## src/ddmcf_pkg.sv

```systemverilog
// shared types, widths and constants of the differential-drive modbus framer
// no dependencies
`default_nettype none
package ddmcf_pkg;

   localparam int VEL_W  = 16;
   localparam int SPD_W  = 15;
   localparam int RATE_W = 15;
   localparam int BASE_W = 12;
   localparam int FS_W   = 15;
   localparam int NODE_W = 8;
   localparam int REG_W  = 16;
   localparam int BYTE_W = 8;

   // datapath widths of the scaling arithmetic
   localparam int PROD_W = 32;              // v or w times the turn limit
   localparam int DEN_W  = VEL_W + 1;       // |w|
   localparam int DD_W   = DEN_W + 11;      // 2000 * |w|
   localparam int RN_W   = 45;              // signed wheel numerator
   localparam int MAG_W  = RN_W - 1;        // its magnitude, also the divisor
   localparam int NUM_W  = MAG_W + FS_W;    // magnitude times full scale
   localparam int Q_W    = FS_W;            // quotient never exceeds full scale
   localparam int DRV_W  = 16;
   localparam int DIV_STEPS = Q_W;

   localparam int WHEEL_SCALE = 2000;

   localparam logic [BYTE_W-1:0] FUNC_WRITE_REG  = 8'h06;
   localparam logic [BYTE_W-1:0] FUNC_WRITE_COIL = 8'h05;
   localparam logic [BYTE_W-1:0] ZERO_BYTE       = 8'h00;

   localparam logic [SPD_W-1:0]  RST_MAX_WHEEL_SPEED  = 15'd1000;
   localparam logic [RATE_W-1:0] RST_MAX_TURN_RATE    = 15'd1000;
   localparam logic [BASE_W-1:0] RST_WHEEL_TRACK      = 12'd500;
   localparam logic [FS_W-1:0]   RST_DRIVE_FULL_SCALE = 15'd990;
   localparam logic [NODE_W-1:0] RST_RIGHT_NODE_ADDR  = 8'd2;
   localparam logic [NODE_W-1:0] RST_LEFT_NODE_ADDR   = 8'd1;
   localparam logic [NODE_W-1:0] RST_RELAY_NODE_ADDR  = 8'd4;
   localparam logic [REG_W-1:0]  RST_SPEED_REG_ADDR   = 16'd64;

   typedef enum logic [2:0] {
      REG_MAX_WHEEL_SPEED  = 3'd0,
      REG_MAX_TURN_RATE    = 3'd1,
      REG_WHEEL_TRACK      = 3'd2,
      REG_DRIVE_FULL_SCALE = 3'd3,
      REG_RIGHT_NODE_ADDR  = 3'd4,
      REG_LEFT_NODE_ADDR   = 3'd5,
      REG_RELAY_NODE_ADDR  = 3'd6,
      REG_SPEED_REG_ADDR   = 3'd7
   } ddmcf_reg_type;

   typedef struct packed {
      logic [SPD_W-1:0]  max_wheel_speed;
      logic [RATE_W-1:0] max_turn_rate;
      logic [BASE_W-1:0] wheel_track;
      logic [FS_W-1:0]   drive_full_scale;
      logic [NODE_W-1:0] right_node_addr;
      logic [NODE_W-1:0] left_node_addr;
      logic [NODE_W-1:0] relay_node_addr;
      logic [REG_W-1:0]  speed_reg_addr;
   } ddmcf_cfg_type;

   // coil command fields ride along the velocity pipeline
   typedef struct packed {
      logic              cmd;
      logic [BYTE_W-1:0] coil_addr;
      logic [BYTE_W-1:0] coil_value;
   } ddmcf_side_type;

   typedef struct packed {
      logic [NUM_W-1:0] rem_r;
      logic [NUM_W-1:0] rem_l;
      logic [MAG_W-1:0] dvs;
      logic [Q_W-1:0]   q_r;
      logic [Q_W-1:0]   q_l;
      logic             neg_r;
      logic             neg_l;
      logic             zero;
      ddmcf_side_type   side;
   } ddmcf_div_type;

   typedef struct packed {
      ddmcf_side_type   side;
      logic [DRV_W-1:0] drive_r;
      logic [DRV_W-1:0] drive_l;
   } ddmcf_job_type;

endpackage
`default_nettype wire

```

## src/ddmcf_ser.sv

```systemverilog
// frame serializer: builds modbus frame bytes and the running crc-16, one byte per cycle while out_stall is low
// depends on ddmcf_pkg
`default_nettype none
module ddmcf_ser
   import ddmcf_pkg::*;
(
   input  wire logic               clock,
   input  wire logic               reset,
   input  wire ddmcf_cfg_type      cfg,
   input  wire logic               job_vld,
   input  wire ddmcf_job_type      job,
   output logic                    job_take,
   output logic                    out_vld,
   output logic [BYTE_W-1:0]       out_byte,
   output logic                    out_frame_end,
   output logic                    out_last,
   input  wire logic               out_stall
);

   function automatic logic [15:0] crc_byte(input logic [15:0] c, input logic [7:0] b);
      logic [15:0] r;
      r = c ^ {8'h00, b};
      for (int k = 0; k < 8; k++) begin
         r = r[0] ? ((r >> 1) ^ 16'hA001) : (r >> 1);
      end
      return r;
   endfunction

   ddmcf_job_type      job_ff;
   logic               busy_ff;
   logic [3:0]         idx_ff;
   logic [15:0]        crc_ff, crc_in;
   logic               vld_ff;
   logic [BYTE_W-1:0]  byte_ff, byte_in;
   logic               end_ff, last_ff;

   logic               load_out, final_byte;
   logic [2:0]         pos;
   logic               second;
   logic [15:0]        crc_src;
   logic [NODE_W-1:0]  node;
   logic [DRV_W-1:0]   drive;

   always_comb begin
      pos        = idx_ff[2:0];
      second     = idx_ff[3];
      load_out   = !vld_ff || !out_stall;
      final_byte = (pos == 3'd7) && (job_ff.side.cmd || second);
      job_take   = !busy_ff || (load_out && final_byte);
      node       = second ? cfg.left_node_addr : cfg.right_node_addr;
      drive      = second ? job_ff.drive_l : job_ff.drive_r;
      byte_in    = ZERO_BYTE;
      if (job_ff.side.cmd) begin
         unique case (pos)
            3'd0: byte_in = cfg.relay_node_addr;
            3'd1: byte_in = FUNC_WRITE_COIL;
            3'd2: byte_in = ZERO_BYTE;
            3'd3: byte_in = job_ff.side.coil_addr;
            3'd4: byte_in = job_ff.side.coil_value;
            3'd5: byte_in = ZERO_BYTE;
            3'd6: byte_in = crc_ff[7:0];
            3'd7: byte_in = crc_ff[15:8];
            default: byte_in = ZERO_BYTE;
         endcase
      end else begin
         unique case (pos)
            3'd0: byte_in = node;
            3'd1: byte_in = FUNC_WRITE_REG;
            3'd2: byte_in = cfg.speed_reg_addr[15:8];
            3'd3: byte_in = cfg.speed_reg_addr[7:0];
            3'd4: byte_in = drive[15:8];
            3'd5: byte_in = drive[7:0];
            3'd6: byte_in = crc_ff[7:0];
            3'd7: byte_in = crc_ff[15:8];
            default: byte_in = ZERO_BYTE;
         endcase
      end
      crc_src = (pos == 3'd0) ? 16'hFFFF : crc_ff;
      crc_in  = crc_byte(crc_src, byte_in);
   end

   always_ff @(posedge clock) begin
      if (reset) begin
         busy_ff <= 1'b0;
         idx_ff  <= '0;
         vld_ff  <= 1'b0;
      end else begin
         if (busy_ff && load_out) begin
            idx_ff <= idx_ff + 4'd1;
            if (final_byte) begin
               busy_ff <= 1'b0;
            end
         end
         if (job_take && job_vld) begin
            busy_ff <= 1'b1;
            idx_ff  <= '0;
         end
         if (load_out) begin
            vld_ff <= busy_ff;
         end
      end
   end

   always_ff @(posedge clock) begin
      if (job_take && job_vld) begin
         job_ff <= job;
      end
      if (busy_ff && load_out) begin
         byte_ff <= byte_in;
         end_ff  <= (pos == 3'd7);
         last_ff <= final_byte;
         if (pos < 3'd6) begin
            crc_ff <= crc_in;
         end
      end
   end

   assign out_vld       = vld_ff;
   assign out_byte      = byte_ff;
   assign out_frame_end = end_ff;
   assign out_last      = last_ff;

   a_last_ends_frame: assert property (@(posedge clock) disable iff (reset)
      vld_ff && last_ff |-> end_ff)
      else $error("last byte not on a frame end");

   a_take_starts: assert property (@(posedge clock) disable iff (reset)
      job_take && job_vld |=> busy_ff && (idx_ff == 4'd0))
      else $error("taken item did not start at byte zero");

   a_busy_holds: assert property (@(posedge clock) disable iff (reset)
      busy_ff && !load_out |=> busy_ff && $stable(idx_ff))
      else $error("serializer moved while output stalled");

   a_crc_init: assert property (@(posedge clock) disable iff (reset)
      busy_ff && load_out && (pos == 3'd7) |=> (idx_ff[2:0] == 3'd0))
      else $error("frame index did not wrap");

endmodule
`default_nettype wire

```

## config.mk

```make
export PLATFORM = sky130hd
export DESIGN_NAME = ddmcf_ser
export DESIGN_NICKNAME = d
export VERILOG_FILES = /design/src/ddmcf_pkg.sv /design/src/ddmcf_ser.sv
export SDC_FILE = /design/constraint.sdc
export NUM_CORES = 1
export LEC_CHECK = 0
export BUFFER_PORTS_ARGS = -buffer_cell sky130_fd_sc_hd__buf_4
export CAP_MARGIN = 20
export CORE_AREA = 2 2 78 117
export CTS_CLUSTER_DIAMETER = 150
export DETAILED_ROUTE_END_ITERATION = 10
export DIE_AREA = 0 0 80 119
export PLACE_DENSITY_LB_ADDON = 0.2
export SYNTH_ARGS = -nofsm -noshare
export SYNTH_HDL_FRONTEND = slang
export SYNTH_SLANG_ARGS = --single-unit
```

## constraint.sdc

```tcl
create_clock -name clock -period 4.9 [get_ports clock]
set_clock_uncertainty 0.2 [all_clocks]
set_input_delay 1.47 -clock clock [delete_from_list [all_inputs] [get_ports clock]]
set_output_delay 1.47 -clock clock [all_outputs]
set_load 0.02 [all_outputs]
```

Yosys cells after proc, flatten, opt, wreduce, memory -nomap -nowiden:

Index checks and enable logic that the tools add are counted.

* flip-flop bits (word level): 81
* logic and storage cells: 65
* input bits: 150
* output and inout port bits: 12

* $add $sub $neg: 1
* $lt $le $gt $ge: 1
* eq/ne operators: 7
* reductions and logical operators: 17
* multiplexer cells: 17
* bitwise operators: 9

Operators by type and width (count)
* 2-to-1 mux 16 bit: 9
* case mux 8 bit (8 select lines): 1
* case mux 8 bit (7 select lines): 1
* inverter 2 -> 3 bit: 8
* 2-to-1 mux 8 bit: 2
* bitwise XOR 16 x 8 -> 16 bit: 1
* 2-to-1 mux 14 bit: 1
* == test 3 bit (second input constant): 4
* == test 3 x 2 -> 1 bit (second input constant): 2
* adder 4 x 1 -> 4 bit (second input constant): 1
* logical AND 1 bit: 4
* AND reduction 2 bit: 2
* nonzero test 2 bit: 2
* OR reduction 2 bit: 2
* == test 3 x 1 -> 1 bit (second input constant): 1
* logical NOT 1 bit: 3
* logical NOT 3 bit: 1
* logical OR 1 bit: 3
* < comparator 3 bit (second input constant): 1
* 2-to-1 mux 1 bit: 3

Longest topological paths before layout:

* word-level depth: 21
* gate-level depth with buffers: 13
* depth with buffers taken out: 10

Worst setup path before layout:

No wires, ideal clock.

* path kind: in2reg
* from: input out_stall
* to: register crc_ff[0] (enable)
* slack: 0.853 ns
* stages on the path: 4
* data required time: 4.286 ns
* arrival: 3.433 ns
* path buffers: 1
* cell sequence: nand2_1 -> and2_1 -> clkbuf_1 -> a21boi_0

* longest elaborated chain between the ends: 4

Ends and longest elaborated chain
* start: declaration: RTL line ddmcf_ser.sv:17 `input wire logic out_stall`
* logical NOT 1 bit: RTL line ddmcf_ser.sv:47 `load_out = !vld_ff || !out_stall;`
* logical OR 1 bit: RTL line ddmcf_ser.sv:47
* logical AND 1 bit: RTL line ddmcf_ser.sv:108 `if (busy_ff && load_out) begin`
* AND reduction 2 bit (no source line)
* end signal: assignment: RTL line ddmcf_ser.sv:113 `crc_ff <= crc_in;`
* end: declaration: RTL line ddmcf_ser.sv:32 `logic [15:0] crc_ff, crc_in;`

Every way passes these cells.
A chain may end at the register's enable or synchronous reset.

Worst setup path in the final report:

* from: register idx_ff[1]
* to: register crc_ff[15], data pin

RTL lines
* start: declaration: RTL line ddmcf_ser.sv:31 `logic [3:0] idx_ff;`
* start signal: assignment: RTL line ddmcf_ser.sv:89 `idx_ff <= idx_ff + 4'd1;`
* == test 3 bit or == test 3 x 2 -> 1 bit (tied branches): RTL line ddmcf_ser.sv:54, ddmcf_ser.sv:66
* OR reduction 2 bit (no source line)
* case mux 8 bit (7 select lines): RTL line ddmcf_ser.sv:54 `unique case (pos)`
* 2-to-1 mux 8 bit (*): RTL line ddmcf_ser.sv:53 `if (job_ff.side.cmd) begin`
* net byte_in[0]: RTL line ddmcf_ser.sv:34 `logic [BYTE_W-1:0] byte_ff, byte_in;`
* bitwise XOR 16 x 8 -> 16 bit (*): RTL line ddmcf_ser.sv:22 `r = c ^ {8'h00, b};`
* 2-to-1 mux 16 bit (*) (7 in a row): RTL line ddmcf_ser.sv:24 `r = r[0] ? ((r >> 1) ^ 16'hA001) : (r >> 1);`

Mark *: on every way through the listed nets, which the timed path passes. The rest lies on a longest branch.

==> reports/summary.txt <==
Worst hold endpoint: out_vld
WL final: 8800 um
Final Hold Viols: 0
Reg2reg start: idx_ff[1]
Syn_nets: 445
Worst Hold Depth: 2
Area fraction of the dominant cell type after synthesis: 55.5%
Reg2Reg Setup Slack: 1.07 ns
Postcts setup bufs: 0
Number of synthesized register bits: 81
Detailed Routing Iterations Pass 1: 4
Total Nets Final: 549
Placed Cells: 492
CP Class: flop to flop
Tcrit/Tclk final: 78.1%
YS warnings: 0
Worst Tran Pin Value: 0.890 ns
RSZ-0062 raised after global routing: no
Most common cell after layout, fill and taps aside: buf_4
Most frequent cells in the layout: buf_4, edfxtp_1, xnor2_1, nor2_1, mux2i_1
Clk sinks: 81
Post-CTS resize count: 0
ANT nets after route: 0
Setup TNS: 0 ns
Ports: 162
Pwr Density: 374 mW/mm2
Post-synth EDFFs: 75
Ys async rst share: 0%
Gate Count Post-Synth: 289
Post-synthesis cell area: 0.00406 mm2
Final Max Tran Viols: 0
CTS root buf: clkbuf_16
F_max: 261 MHz
Synth top area cells: edfxtp_1, xnor2_1, mux2i_1
Max VDD drop: 0.000223 V
Placer congestion estimate: 0.859
DRC: 0
Worst-Skew Late Latency: 0.33 ns
Avg Cell Area, Syn: 14.0 um2
Hold Crit Class: flop to flop
Initial Util: 47.1%
Worst Reg-to-Reg Cells: 10
Area growth from synthesis to layout: 27.4%
Die Height: 119 um
Critical Path RT: 4.78 ns
RR Endpoint: crc_ff[15]
Cell Count, Final, Fillers Out: 507
CTS tree: yes
Seq/Total Area, Yosys: 58.4%
Startpoint Class: flop
Width of the die: 80 um
Worst EP arrival: 3.71 ns
Die ar.: 0.00952 mm2
Maximum fanout along the worst path: 18
DRT iter0 DRCs: 199
Vias in the first global route: 2,806
Critical Path End Type: flop
Final setup violation count: 0
First-pass GRT wire length: 14,000 um
Share of post-route cells with drive strength above 1: 40.1%
Distinct cell type count after synthesis: 62
Initial antenna violation count: 0
Clock buffer depth: 2
Fillers: 709
Worst-path clk slew: 0.06 ns
Leading area contributor after synthesis: edfxtp_1
# H-tree levels: 3
Core area: 0.00862 mm2
Per-cell routed wire length: 17.4 um
Port buffer count: 104
Hold path startpoint: busy_ff
Via count: 2,667
Status: completed
Remaining global-route overflow: 0
Rel. slew slack: 40.7%
TritonCTS Buffers: 9
DR vias/cell: 5.26
Row cnt: 42
Lkg Pwr: 1.94 nW
All-Layer GR Usage: 19.9%
Hold buffers post-CTS: 0
Fin crit period: 3.83 ns
Max Cap Viol: 0
Largest net degree at the start of global routing: 42
Main synth FF type: edfxtp_1
HPWL Detailed: 6730 um
N_diodes: 0
## power by group
part / switching (W) / internal, W / leakage (nW)
clock network: 0.000256 / 0.000440 / 0.147
logic: 0.000164 / 0.000191 / 1.03
registers: 0.0000354 / 0.000849 / 0.756
total: 0.000456 / 0.00148 / 1.94
## kinds of logic after synthesis
family          share of synthesized area, %
mux                                     6.07
xor+xnor                                8.17
simple gates                            8.01
compound gates                          13.3
buf+inv                                 4.13
flops                                   58.4
fa+ha+maj                               1.85
## area by class of cell
cell class,count,area [um2],share of cell area [%]
flip-flops and latches,81,2370,45.9
inverters,6,22.5,0.435
repair buffers,108,811,15.7
multi-input cells,187,1520,29.4
clock buffers,9,225,4.35
clock inverters,6,83.8,1.62
well taps,110,138,2.66
## how the worst max path moves through the flow
| stage | cells past startpoint | slack, ns | to | start |
|---|---|---|---|---|
| final | 10 | 1.07 | crc_ff[15] | idx_ff[1] |
| after CTS | 9 | 1.08 | crc_ff[15] | idx_ff[2] |
| after detailed placement | 8 | 0.94 | crc_ff[15] | cfg[8] |
| after global placement | 8 | 0.97 | crc_ff[15] | cfg[8] |
| after global routing | 10 | 0.80 | crc_ff[15] | idx_ff[2] |
| after floorplan | 4 | 0.85 | crc_ff[0] | out_stall |
## state kept, by name, indices dropped and copies added, names as in the netlist
| register | count |
|---|---|
| job_ff | 49 |
| idx_ff | 4 |
| out_byte | 8 |
| out_last | 1 |
| out_frame_end | 1 |
| busy_ff | 1 |
| out_vld | 1 |
| crc_ff | 16 |
## per-layer routing
metal / vias up / wire length [um] / track usage [%]
met3: 22 / 388 / 4.32
met4: 0 / 309 / 10.9
li1: 1308 / - / -
met5: - / 0 / 0
met1: 1261 / 3550 / 24.2
met2: 76 / 4550 / 32.3
## critical path, cell delays in order (launching register included)
cell     delay [ns]
dfxtp_1        0.52
ha_1           0.25
ha_1           0.64
nor2_1         0.17
o21ai_2        0.26
o21ai_1        0.17
o22ai_4        0.23
xor2_2         0.22
xnor3_1        0.34
xnor3_2        0.42
xor2_1         0.15
## per-stage QoR
| step | worst slack [ns] | utilization, % | total power (W) | cell area (um2) | hold WS [ns] |
|---|---|---|---|---|---|
| after detailed placement | 0.943 | 56.4 | 0.00125 | 4860 | 0.314 |
| final | 1.07 | 60.0 | 0.00194 | 5170 | 0.318 |
| after floorplan | 0.853 | - | 0.00114 | 4060 | 0.272 |
| after global placement | 0.973 | 56.4 | 0.00124 | 4860 | 0.286 |
| after global routing | 0.802 | 60.0 | 0.00201 | 5170 | 0.372 |
| after CTS | 1.08 | 60.0 | 0.00195 | 5170 | 0.317 |
## cells in the mapped netlist (5+ instances only)
library cell	instances
edfxtp_1	75
xnor2_1	20
nor2_1	19
mux2i_1	16
nand2_1	14
a22o_1	7
xor2_1	7
a21oi_1	6
a22oi_1	6
dfxtp_1	6
ha_1	6
or2_2	6
inv_1	5
o21ai_0	5
o21ai_1	5
Power figures use the tool's default switching activity.
